[src/hdl/slq_pkg.sv]
`timescale 1ns / 1ps

package slq_pkg;

  // Default sizes
  localparam int POOL_ENTRIES_DEF = 256;
  localparam int NUM_QUEUES_DEF   = 8;
  localparam int WORD_BITS_DEF    = 16;

  // Fixed field widths
  localparam int OP_BITS     = 3;
  localparam int QID_BITS    = 3;
  localparam int STATUS_BITS = 2;
  localparam int COUNT_BITS  = 8;
  localparam int LIMIT_BITS  = 8;

  // Reset value of the normal-queue limit: nine tenths of the default pool
  localparam logic [LIMIT_BITS-1:0] NORMAL_LIMIT_RST =
    LIMIT_BITS'((9 * POOL_ENTRIES_DEF) / 10);

  // Operation codes
  localparam logic [OP_BITS-1:0] OP_PUT    = 3'd0;
  localparam logic [OP_BITS-1:0] OP_GET    = 3'd1;
  localparam logic [OP_BITS-1:0] OP_PEEK   = 3'd2;
  localparam logic [OP_BITS-1:0] OP_CLEAR  = 3'd3;
  localparam logic [OP_BITS-1:0] OP_SETPRI = 3'd4;

  // Status codes
  localparam logic [STATUS_BITS-1:0] ST_OK    = 2'd0;
  localparam logic [STATUS_BITS-1:0] ST_EMPTY = 2'd1;
  localparam logic [STATUS_BITS-1:0] ST_FULL  = 2'd2;

  // Controller states
  typedef enum logic [1:0] {
    S_SWEEP,
    S_IDLE,
    S_EXEC
  } state_t;

  // Controller to datapath
  typedef struct packed {
    logic sweep;
    logic accept;
    logic commit;
  } ctl_cmd_t;

  // Datapath to controller
  typedef struct packed {
    logic sweep_last;
    logic out_free;
  } dp_stat_t;

endpackage

[src/hdl/slq_ctrl.sv]
`timescale 1ns / 1ps

module slq_ctrl (
  input  logic              clk,
  input  logic              rst,
  input  logic              cmd_valid,
  output logic              cmd_ready,
  input  slq_pkg::dp_stat_t stat,
  output slq_pkg::ctl_cmd_t ctl
);

  slq_pkg::state_t state, state_next;

  // State register
  always_ff @(posedge clk) begin
    if (rst) begin
      state <= slq_pkg::S_SWEEP;
    end else begin
      state <= state_next;
    end
  end

  // Next state
  always_comb begin
    state_next = state;
    case (state)
      slq_pkg::S_SWEEP: begin
        if (stat.sweep_last) state_next = slq_pkg::S_IDLE;
      end
      slq_pkg::S_IDLE: begin
        if (cmd_valid) state_next = slq_pkg::S_EXEC;
      end
      slq_pkg::S_EXEC: begin
        // hold while the result register is still occupied
        if (stat.out_free) state_next = slq_pkg::S_IDLE;
      end
      default: begin
        state_next = slq_pkg::S_SWEEP;
      end
    endcase
  end

  // Outputs
  always_comb begin
    ctl       = '0;
    cmd_ready = 1'b0;
    case (state)
      slq_pkg::S_SWEEP: begin
        ctl.sweep = 1'b1;
      end
      slq_pkg::S_IDLE: begin
        cmd_ready  = 1'b1;
        ctl.accept = cmd_valid;
      end
      slq_pkg::S_EXEC: begin
        ctl.commit = stat.out_free;
      end
      default: begin
        ctl = '0;
      end
    endcase
  end

endmodule

[config.mk]
export PLATFORM = sky130hd
export DESIGN_NAME = slq_ctrl
export DESIGN_NICKNAME = d
export VERILOG_FILES = /design/src/hdl/slq_pkg.sv /design/src/hdl/slq_ctrl.sv
export SDC_FILE = /design/constraint.sdc
export NUM_CORES = 1
export LEC_CHECK = 0
export BUFFER_PORTS_ARGS = -buffer_cell sky130_fd_sc_hd__buf_2
export CAP_MARGIN = 20
export CELL_PAD_IN_SITES_DETAIL_PLACEMENT = 1
export CELL_PAD_IN_SITES_GLOBAL_PLACEMENT = 1
export CORE_AREA = 2 2 39 41
export DETAILED_ROUTE_END_ITERATION = 10
export DIE_AREA = 0 0 41 43
export PLACE_DENSITY_LB_ADDON = 0.2
export SYNTH_ARGS = -nofsm -noshare
export SYNTH_HDL_FRONTEND = slang
export SYNTH_SLANG_ARGS = --single-unit
[constraint.sdc]
create_clock -name clk -period 1.1 [get_ports clk]
set_clock_uncertainty 0.15 [all_clocks]
set_input_delay 0.11 -clock clk [delete_from_list [all_inputs] [get_ports clk]]
set_output_delay 0.11 -clock clk [all_outputs]
set_load 0.1 [all_outputs]
==> results by group <==
Floorplanning
  • Std-Cell Rows: 14
  • Die Area: 1760 sq um
  • Die Width: 41 um
  • Core area: 1380 sq um
  • Die height: 43 um
  • Initial core utilization: 8.86%
  • Top Ports: 9

Critical path
  • Worst path cell trace: nand2b_4 -> nor2_4 -> buf_12
  • CP delay by family, top: flip-flops
  • Setup Crit Path Kind: flop to primary output
  • Largest stage delay, worst path: 350 ps
  • Critical path data required time: 840 ps
  • Worst Path Buf+Inv: 1
  • Arrival time worst endpoint: 1010 ps
  • Slowest-stage cell, CP: dfxtp_4
  • Worst setup EP type: primary output
  • Max FO, Critical Path: 5
  • Worst setup SP type: flop

Clock tree
  • TritonCTS buffer count: 3
  • Clk Latency, worst-skew pair: 230 ps
  • Root Buffer: clkbuf_4
  • Clk sinks: 2
  • Reg clk slew, reported paths: 30 ps
  • CTS H-tree lvls: 1
  • CTS tree: yes
  • Max clock buf depth: 2

Timing
  • Hold Vio Cnt, Final: 0
  • Max Fclk: 790 MHz
  • Final worst slack: -166 ps
  • RSZ-0062 raised after global routing: yes
  • Slew @ Worst Pin: 182 ps
  • Setup violations, final: 4
  • Max Slew Vio Count: 0
  • Hold Slack: 41.6 ps
  • Final min period: 1270 ps
  • Period utilization: 115%
  • Slew headroom: 87.8%

Logic synthesis
  • Post-Synth XOR/XNOR Area: 0%
  • Avg Synthesized Cell Area: 8.17 sq um
  • Syn Inst Count: 15
  • Mapped Area: 123 sq um
  • Async S/R FF share, synth: 0%
  • Net Count, Synth: 20
  • Top-area cell type share of the netlist area: 32.7%
  • Synth cell count leaders: nor2_1 (5), dfxtp_1 (2)
  • Adder-cell share of the synthesized area: 0%
  • Mux cell area share after synthesis: 0%
  • Top_reg_cell synth: dfxtp_1
  • Distinct cells, synth: 10
  • Simple-gate portion of the synthesized area: 40.8%
  • Synth top area cells: dfxtp_1 (33%), nor2_1 (15%), nand2b_4 (11%)
  • Post-synth EDFFs: 0
  • Seq/Total Area, Yosys: 32.7%
  • YS warnings: 0
  • Largest area contributor in the netlist: dfxtp_1
  • Compound-Gate Fraction of Synth Area: 23.5%
  • Main combinational cell family by area after synthesis: simple AND/OR/NAND/NOR gates
  • Yosys reg bits: 2
  • Count leader, synth: nor2_1

Global routing
  • Tot GR Track Use: 5.81%
  • Largest net degree at the start of global routing: 7
  • GRT overflow: 0
  • First-pass GRT wire length: 600 um
  • Vias in the first global route: 167
  • Initial antenna violation count: 0

Detailed routing
  • DR pass1 iterations: 2
  • WL final: 397 um
  • Met2 WL post-DR: 202 um
  • WL per Instance: 8.45 um
  • Routed wl met3: 38 um
  • Number of DRC markers in iteration 0: 1
  • Via density: 3.53
  • Vias: 166
  • DR DRC count: 0
  • Highest metal used: met3
  • WL met1: 156 um
  • Final ANT Viol Nets: 0

Final layout
  • Reg with most FFs: state
  • Final Core Density: 24.2%
  • # nets final: 37
  • Number of flip-flops in the largest register: 2
  • Area growth from synthesis to layout: 173%
  • Biggest regs: state x2
  • Share of cells above drive strength 1: 74.2%
  • Multi-input logic area: 101 sq um
  • Area taken by flip-flops and latches: 47.5 sq um
  • Antenna Cells: 0
  • Fill cell count: 173

Power and ir drop
  • Leak Pwr: 0.000144 uW
  • Worst IR Drop VDD: 466 uV
  • Pwr/cell area: 1470 nW/um^2

Min path
  • Hold WC Path Type: primary input to flop

Outcome
  • Failing checks: negative setup slack
  • Status: finished, violations left

Place
  • Port buffer count: 8
  • Routability Congestion: 0.566

Run
  • Max cap viols: 0
==> kinds of logic after synthesis <==
group           Yosys count
compound gates            4
buf+inv                   1
flops                     2
simple gates              8
==> final timing paths <==
kind / start / cells after the start / endpoint / slack (ps)
worst max-delay path: state[0] / 3 / ctl[0] / -170
worst min-delay path: cmd_valid / 3 / state[1] / 40
worst max register to register: state[0] / 3 / state[0] / 100
worst min register to register: state[1] / 2 / state[0] / 390
==> per-stage QoR <==
stage               worst slack [ps]  total power [uW]  instance area, sq um  setup TNS [ps]  instances
floorplan                       -296               225                   150            -604         15
global placement                3.00               297                   270               0         39
detailed placement             -7.23               298                   270           -7.23         39
CTS                             -193               506                   324            -689         46
global route                    -206               524                   335            -735         47
finish                          -166               493                   335            -572         47
==> layout make-up <==
| type | count | area share, % |
|---|---|---|
| clock buffers | 4 | 7.84 |
| flip-flops and latches | 2 | 14.2 |
| repair buffers | 12 | 40.7 |
| well taps | 16 | 5.97 |
| inverters | 1 | 1.12 |
| multi-input cells | 12 | 30.2 |
==> cell usage in the layout, fill, tap and decap left out <==
cell type	n
clkbuf_4	3
a21oi_2	1
a22oi_1	1
inv_2	1
buf_2	4
a21o_1	1
nor2_4	3
buf_6	1
buf_12	4
o21ai_1	1
nor2_1	2
nand2b_4	1
nor2b_4	1
clkbuf_1	1
dlygate4sd3_1	1
nand2_1	1
dfxtp_4	2
buf_4	2
==> worst min-delay path, stage by stage <==
cell and delay, ps:
buf_2 90, a22oi_1 80, nor2_1 100
==> layer usage <==
| metal | vias to the layer above | GRT usage (%) |
|---|---|---|
| met5 | - | 0 |
| met4 | 0 | 8.00 |
| met3 | 0 | 3.14 |
| met2 | 7 | 6.56 |
| met1 | 76 | 6.05 |
| li1 | 83 | - |
==> where the power goes <==
group / switching, uW / internal (uW) / total [uW]
registers: 11.4 / 78.6 / 90.0
clock network: 45.2 / 135 / 180
logic: 131 / 91.2 / 223
total: 188 / 305 / 493
==> repair_timing <==
action / 4_1_cts / 5_1_grt
endpoints found under the hold margin: 2 / 0
setup endpoints to repair: 4 / 4
setup buffers: 2 / 1
gates resized for setup: 3 / 1
pin swaps: 1 / 1
hold buffers: 1 / 0
(Power assumes the default switching activity.)
